--- src/rtl/core/pbc_pkg.sv ---
// Shared constants, codes and interface structs for the partitioned block convolver.
// Used by pbc_mem, pbc_mac and the partitioned_block_convolver top level.
`default_nettype none

package pbc_pkg;

	// Storage sizing
	localparam int MAX_TAPS  = 1024;
	localparam int MAX_BLOCK = 256;
	localparam int CHANNELS  = 2;
	localparam int HIST_LEN  = MAX_TAPS + MAX_BLOCK;

	localparam int TAP_W        = $clog2(MAX_TAPS);
	localparam int TCNT_W       = $clog2(MAX_TAPS + 1);
	localparam int HIST_W       = $clog2(HIST_LEN);
	localparam int FILL_W       = $clog2(HIST_LEN + 1);
	localparam int BLK_W        = $clog2(MAX_BLOCK + 1);
	localparam int BLK_LOG2_MAX = $clog2(MAX_BLOCK);

	// Field widths
	localparam int COEF_W     = 18;
	localparam int SAMP_W     = 24;
	localparam int PROD_W     = COEF_W + SAMP_W;
	localparam int ACC_W      = PROD_W + TAP_W + 1;
	localparam int FRAC_SHIFT = 17;

	localparam int BL_W = 4;
	localparam int TC_W = 11;
	localparam int CH_W = 2;

	localparam int S_TDATA_W  = 80;
	localparam int M_TDATA_W  = 48;
	localparam int CFG_IDX_W  = 2;
	localparam int CFG_DATA_W = 11;

	// Configuration register indexes
	localparam logic [CFG_IDX_W-1:0] REG_BLOCK_LOG2 = 2'd0;
	localparam logic [CFG_IDX_W-1:0] REG_TAP_COUNT  = 2'd1;
	localparam logic [CFG_IDX_W-1:0] REG_CHANNELS   = 2'd2;

	localparam logic [BL_W-1:0] BLOCK_LOG2_RST = 4'd6;
	localparam logic [TC_W-1:0] TAP_COUNT_RST  = 11'd1024;
	localparam logic [CH_W-1:0] CHANNELS_RST   = 2'd2;

	// Request kinds
	localparam logic KIND_COEF  = 1'b0;
	localparam logic KIND_FRAME = 1'b1;

	// Memory access request from the sequencer
	typedef struct packed {
		logic              coef_we;
		logic              coef_both;
		logic              coef_ch;
		logic [TAP_W-1:0]  coef_waddr;
		logic [COEF_W-1:0] coef_wdata;
		logic              hist_we;
		logic [HIST_W-1:0] hist_waddr;
		logic [SAMP_W-1:0] hist_wdata0;
		logic [SAMP_W-1:0] hist_wdata1;
		logic              rd_en;
		logic [TAP_W-1:0]  coef_raddr;
		logic [HIST_W-1:0] hist_raddr;
		logic              hist_ok;
	} mem_req_t;

	// Registered read data toward the MAC unit
	typedef struct packed {
		logic              valid;
		logic [COEF_W-1:0] coef0;
		logic [COEF_W-1:0] coef1;
		logic [SAMP_W-1:0] samp0;
		logic [SAMP_W-1:0] samp1;
	} mem_rsp_t;

endpackage

`default_nettype wire

--- src/rtl/core/pbc_mac.sv ---
// Two-lane multiply-accumulate unit with round-half-up and saturation to Q1.23.
// Depends on pbc_pkg for widths and the memory response struct.
`default_nettype none

module pbc_mac (
	input  wire logic                       clk,
	input  wire logic                       arst_n,
	input  wire pbc_pkg::mem_rsp_t          rsp,
	input  wire logic                       clr,
	output logic [pbc_pkg::SAMP_W-1:0]      y0,
	output logic [pbc_pkg::SAMP_W-1:0]      y1,
	output logic [1:0]                      sat,
	output logic                            busy
);

	localparam logic signed [pbc_pkg::ACC_W:0] RND =
		(pbc_pkg::ACC_W+1)'(2**(pbc_pkg::FRAC_SHIFT-1));
	localparam logic signed [pbc_pkg::ACC_W:0] YMAX =
		(pbc_pkg::ACC_W+1)'(2**(pbc_pkg::SAMP_W-1) - 1);
	localparam logic signed [pbc_pkg::ACC_W:0] YMIN =
		(pbc_pkg::ACC_W+1)'(-(2**(pbc_pkg::SAMP_W-1)));

	logic signed [pbc_pkg::PROD_W-1:0] prod_s2 [2];
	logic                              prod_v_s2;
	logic signed [pbc_pkg::ACC_W-1:0]  acc_q [2];
	logic signed [pbc_pkg::ACC_W:0]    rsum [2];
	logic signed [pbc_pkg::ACC_W:0]    rsh [2];
	logic [pbc_pkg::SAMP_W-1:0]        yv [2];

	always_ff @(posedge clk or negedge arst_n) begin
		if (!arst_n) begin
			prod_v_s2 <= 1'b0;
		end else begin
			prod_v_s2 <= rsp.valid;
		end
	end

	always_ff @(posedge clk) begin
		if (rsp.valid) begin
			prod_s2[0] <= $signed(rsp.coef0) * $signed(rsp.samp0);
			prod_s2[1] <= $signed(rsp.coef1) * $signed(rsp.samp1);
		end
		if (clr) begin
			acc_q[0] <= '0;
			acc_q[1] <= '0;
		end else if (prod_v_s2) begin
			acc_q[0] <= acc_q[0] + pbc_pkg::ACC_W'(prod_s2[0]);
			acc_q[1] <= acc_q[1] + pbc_pkg::ACC_W'(prod_s2[1]);
		end
	end

	// Round half up, drop the fraction, clamp to the output range
	always_comb begin
		for (int i = 0; i < 2; i++) begin
			rsum[i] = (pbc_pkg::ACC_W+1)'(acc_q[i]) + RND;
			rsh[i]  = rsum[i] >>> pbc_pkg::FRAC_SHIFT;
			if (rsh[i] > YMAX) begin
				yv[i]  = YMAX[pbc_pkg::SAMP_W-1:0];
				sat[i] = 1'b1;
			end else if (rsh[i] < YMIN) begin
				yv[i]  = YMIN[pbc_pkg::SAMP_W-1:0];
				sat[i] = 1'b1;
			end else begin
				yv[i]  = rsh[i][pbc_pkg::SAMP_W-1:0];
				sat[i] = 1'b0;
			end
		end
	end

	assign y0   = yv[0];
	assign y1   = yv[1];
	assign busy = prod_v_s2;

endmodule

`default_nettype wire

--- config.mk ---
export PLATFORM = sky130hd
export DESIGN_NAME = pbc_mac
export DESIGN_NICKNAME = d
export VERILOG_FILES = /design/src/rtl/core/pbc_pkg.sv /design/src/rtl/core/pbc_mac.sv
export SDC_FILE = /design/constraint.sdc
export NUM_CORES = 2
export LEC_CHECK = 0
export BUFFER_PORTS_ARGS = -buffer_cell sky130_fd_sc_hd__buf_2
export CAP_MARGIN = 20
export CORE_UTILIZATION = 48
export DETAILED_ROUTE_END_ITERATION = 8
export PLACE_DENSITY = 0.66
export REMOVE_ABC_BUFFERS = 1
export SYNTH_ARGS = -nofsm -noshare
export SYNTH_HDL_FRONTEND = slang
export SYNTH_SLANG_ARGS = --single-unit
--- constraint.sdc ---
create_clock -name clk -period 3.1 [get_ports clk]
set_clock_uncertainty 0.05 [all_clocks]
set_input_delay 0.31 -clock clk [delete_from_list [all_inputs] [get_ports clk]]
set_output_delay 0.31 -clock clk [all_outputs]
set_load 0.005 [all_outputs]
**Word-level counts from Yosys, hierarchy flattened**

Memory sizes are Yosys's and may differ from the RTL's.
Cells that the tools add are included.

- Register bits after elaboration: 1
- Memory bits (writable): 190
- Memories: 2

Memories:

| name | words | width | rd ports | clocked after Yosys merged registers in | wr ports | line | RTL |
|---|---|---|---|---|---|---|---|
| acc_q | 2 | 53 | 2 | 0 | 2 | pbc_mac.sv:25 | `logic signed [pbc_pkg::ACC_W-1:0] acc_q [2];` |
| prod_s2 | 2 | 42 | 2 | 0 | 2 | pbc_mac.sv:23 | `logic signed [pbc_pkg::PROD_W-1:0] prod_s2 [2];` |

- Muxes and demuxes: 17
- Add/subtract/negate cells: 4
- Order comparisons: 4
- Bitwise logic cells: 2
- $mul: 2

Operators with widths:

| cell | number |
|---|---|
| $add 53x18->54 const B | 2 |
| $add 53x42->53 | 2 |
| $mux 53 | 2 |
| $mux 24 | 4 |
| $mul 18x24->42 | 2 |
| $gt 37x24->1 const B | 2 |
| $lt 37x24->1 const B | 2 |
| $mux 1 | 11 |
| $or 1x1->1 | 2 |

**Logic depth before layout (Yosys ltp)**

- Depth after elaboration: 4
- Mapped depth: 26

**Worst setup path after synthesis**

Ideal clock, no wire load.

- Path type: input-to-reg
- From: in rsp[34] (netlist bit)
- To: mem prod_s2[0][38] (netlist bit) (data pin)
- Setup time: 0.258 ns
- Data arrival time: 6.277 ns
- Slack: -3.485 ns
- Stages: 22
- Required time: 2.792 ns
- Path through: clkbuf_1 > clkbuf_1 > nand2_1 > fa_1 > fa_1 > fa_1 > fa_1 > inv_1 > fa_1 > inv_1 > fa_1 > inv_1 > ha_1 > a21o_1 > a211oi_1 > o21ai_0 > a31o_2 > a311oi_1 > o21ai_0 > a21bo_2 > a21oi_1 > xnor2_1

RTL lines:

| item | line | RTL |
|---|---|---|
| from (decl) | pbc_mac.sv:8 | `input wire pbc_pkg::mem_rsp_t rsp,` |
| to (decl) | pbc_mac.sv:23 |  |

==> impl_summary.txt <==
----------------------------------------------------
[Floorplanning]
  Area inside the core boundary ... 90100 um2
  Die area ... approximately 92000 um2
  Top Ports ... approximately 140
  Starting density of the core ... 48.6%
  Row cnt ... 110
  Horiz. Die Dim ... 304 um
  Die Y ... between 300 and 400 um

[Finish]
  ANT cells ... 0
  Layout overhead on the synthesized area ... 32.3%
  Nets@finish ... a little under 7000
  Share of post-route cells with drive strength above 1 ... between 30% and 40%

[Synth]
  Register bit total from synthesis ... about 190
  Dominant combinational cell family by area after synthesis ... adder cells
  Most instantiated flip-flop cell in the synthesis netlist ... sky130_fd_sc_hd__edfxtp_1
  Post-synthesis share of cell area spent on full adders, half adders and majority gates ... between 40% and 50%
  Number of warning messages in the yosys log ... 0
  XOR/XNOR share of the synthesized area ... under 10%
  Number of enable-type register cells in the synthesized netlist ... 190
  Instance count of the mapped netlist ... 4808
  Proportion of synthesized chip area in sequential cells ... 13.1%
  Synth Area in Compound Gates ... under 10%
  Unique cell type count in the Yosys netlist ... 82
  Synthesized cell area ... 43800 um2
  Simple-gate share of the synthesized area ... approximately 16%
  Mean instance size in the synthesized netlist ... about 9.1 um2
  Mux contribution to synthesized area ... less than 1%
  Fraction of registers with async set or reset after synthesis ... less than 1%

[Drt]
  Post-route DRC ... 0
  Total number of vias ... 36300
  DRT Wirelength ... approximately 120 mm
  WL/cell ... 17.6 um
  First-pass DRT Iterations ... 6
  Routed vias/inst ... roughly 5.3
  DRC violation total after the first TritonRoute iteration ... between 2000 and 2500
  Number of nets with antenna violations after detailed routing ... 0

[Critical path]
  Data required time at the worst endpoint ... 3310 ps
  Classification of the worst setup path ... input port to flip-flop
  Stage delay of the slowest cell on the critical path ... 550 ps
  Most prevalent standard cell on the critical path ... sky130_fd_sc_hd__fa_1
  Startpoint types ... input port
  Critical-path maximum fanout ... 6
  Arrival @ worst endpoint ... about 6300 ps
  Slowest library cell on the worst path ... sky130_fd_sc_hd__fa_1
  Crit. End Element ... flip-flop

[Status]
  Violations in the final reports ... negative setup slack
  Outcome ... finished, violations left

[Clock tree]
  Number of buffers between clock root and the deepest sink ... 2
  Worst-Skew Late Latency ... 460 ps
  Number of sinks driven by the clock tree ... between 150 and 200
  Clock edge transition at the registers on the reported setup and hold paths ... about 80 ps
  Total clock buffers created by CTS ... 17
  Number of H-tree levels ... 4
  Clock tree from TritonCTS ... built
  Root Driver ... sky130_fd_sc_hd__clkbuf_16

[Global route]
  Pin count of the biggest net entering global routing ... 61
  Global-route usage over all layers ... 25.7%
  First-pass GRT wire length ... 193 mm
  Via count of the first global-routing pass ... ~38000
  Total global routing overflow ... 0
  Number of antenna violations at the first check in global routing ... 0

[STA]
  Slew at the pin closest to its max-slew limit ... 712 ps
  Count of endpoints failing setup in the final report ... ~160
  Slack of the critical path ... -2980 ps
  Worst relative slew slack ... between 50% and 60%
  Upper clock frequency limit ... between 0.15 and 0.2 GHz
  Count of endpoints failing hold in the final timing report ... 0
  Portion of the clock cycle consumed by the worst path in the final layout ... 196%
  Crit path time final ... a little over 6000 ps
  Max-slew violation total from the final report ... 0
  Setup repair after global routing missed its margin ... true
  Fin Setup TNS ... -187290 ps

[Placement]
  HPWL after detailed placement ... 94.7 mm
  Number of input and output port buffers inserted ... 138
  Final Wtd Congestion ... 0.918

[Min path]
  HP Class ... input port to asynchronous set/reset pin

[Run]
  Number of maximum-capacitance violations ... 0

----------------------------------------------------
==> registers in the layout, summed over array words and instances (netlist names) <==
name / flops
acc_q: 106
prod_s2: 84
busy: 1
==> cell usage in the layout, fill, tap and decap left out, drive strengths merged, types with 6 or more instances in the layout <==
cell,n
or3,13
nand4,38
xnor2,132
nand3,63
buf,1039
a211oi,20
o31ai,11
and4,6
fa,852
ha,316
nor3,51
a21o,69
nand2,635
nor2b,18
nor4,9
o21a,22
or2,6
xor2,88
o21bai,27
and2,315
a31oi,21
edfxtp,190
nor3b,7
a21oi,146
a41oi,8
o211ai,11
inv,1001
o21ai,162
nor2,242
nand2b,34
and3,25
a221oi,6
o41ai,9
clkbuf,27
==> cell families after synthesis <==
group / count (synthesis)
DFF: 191
and+or+nand+nor: 1469
adders and majority gates: 1168
buffers and inverters: 1184
muxes: 7
AOI/OAI and AO/OA: 569
xor gates and xnor gates: 220
==> critical path, delay by kind of cell <==
family                   cells  cell delay, ps
AND/OR/NAND/NOR              4             530
adder cells (fa/ha/maj)      7            3380
buffers and inverters        7             660
AO/OA/AOI/OAI                7            1400
==> stage by stage <==
stage               instance area [um2]  setup WS (ps)  hold slack (ps)  std cells  utilization (%)
floorplan                         43000          -3030            -35.6       4618                -
global placement                  51100          -3550             36.1       6684             56.6
detailed placement                51100          -3660             36.8       6684             56.6
CTS                               55200          -2910             63.5       6807             61.2
global route                      57900          -3090              105       6878             64.2
finish                            57900          -2980              105       6878             64.2
==> area by class of cell <==
cell class	instances	area [um2]
inverter	994	3730
tap	1176	1470
multi-input combinational	3436	37300
fill	6797	32200
clock inverter	14	176
timing repair buffer	1050	9070
clock buffer	17	425
sequential	191	5730
==> synthesized netlist by cell type, types with 13 or more instances <==
cell type                  number  share of area [%]
sky130_fd_sc_hd__inv_1        992                8.5
sky130_fd_sc_hd__fa_1         852                 39
sky130_fd_sc_hd__nand2_1      635                5.4
sky130_fd_sc_hd__ha_1         316                9.0
sky130_fd_sc_hd__and2_1       315                4.5
sky130_fd_sc_hd__nor2_1       235                2.0
sky130_fd_sc_hd__edfxtp_1     190                 13
sky130_fd_sc_hd__clkbuf_1     181                1.6
sky130_fd_sc_hd__a21oi_1      145                1.7
sky130_fd_sc_hd__o21ai_0      134                1.5
sky130_fd_sc_hd__xnor2_1      132                2.6
sky130_fd_sc_hd__xor2_1        88                1.8
sky130_fd_sc_hd__a21o_1        69                1.2
sky130_fd_sc_hd__nand3_1       62               0.71
sky130_fd_sc_hd__nor3_1        50               0.57
sky130_fd_sc_hd__nand4_1       36               0.51
sky130_fd_sc_hd__nand2b_1      34               0.49
sky130_fd_sc_hd__o21ai_1       27               0.31
sky130_fd_sc_hd__o21bai_1      27               0.46
sky130_fd_sc_hd__and3_1        24               0.34
sky130_fd_sc_hd__o21a_1        22               0.38
sky130_fd_sc_hd__a31oi_1       21               0.30
sky130_fd_sc_hd__a211oi_1      19               0.33
sky130_fd_sc_hd__nor2b_1       18               0.26
sky130_fd_sc_hd__or3_1         13               0.19
==> layer usage <==
metal / up-vias / track usage (%) / wire length, um
met1: 18300 / 36.3 / 53500
met3: 182 / 3.13 / 6910
met2: 1095 / 42.2 / 58100
li1: 16700 / - / -
met4: 0 / 6.27 / 2820
met5: - / 0 / 0
==> timing repair <==
item,CTS,global route
setup endpoints to repair,166,174
hold endpoints to repair,1,0
pin swaps,381,359
gates resized for setup,700,521
hold buffers,1,0
cloned,12,2
setup buffers,94,99
==> path summary, 6_finish.rpt <==
path / startpoint / end / slack, ps / cells past startpoint
max in group asynchronous: arst_n / busy$_DFF_PN0_ / 2810 / 2
min in group clk: rsp[84] / prod_s2[0][12]$_DFFE_PP_ / 240 / 1
max reg2reg: prod_s2[0][42]$_DFFE_PP_ / acc_q[0][85]$_SDFFCE_PN0P_ / -380 / 13
min reg2reg: prod_s2[0][0]$_DFFE_PP_ / acc_q[0][0]$_SDFFCE_PN0P_ / 630 / 2
min: arst_n / busy$_DFF_PN0_ / 100 / 2
max: rsp[5] / prod_s2[0][83]$_DFFE_PP_ / -2980 / 25
Power is not shown: default switching activity piles up to over one toggle a cycle in this logic, so the estimate is an artifact.
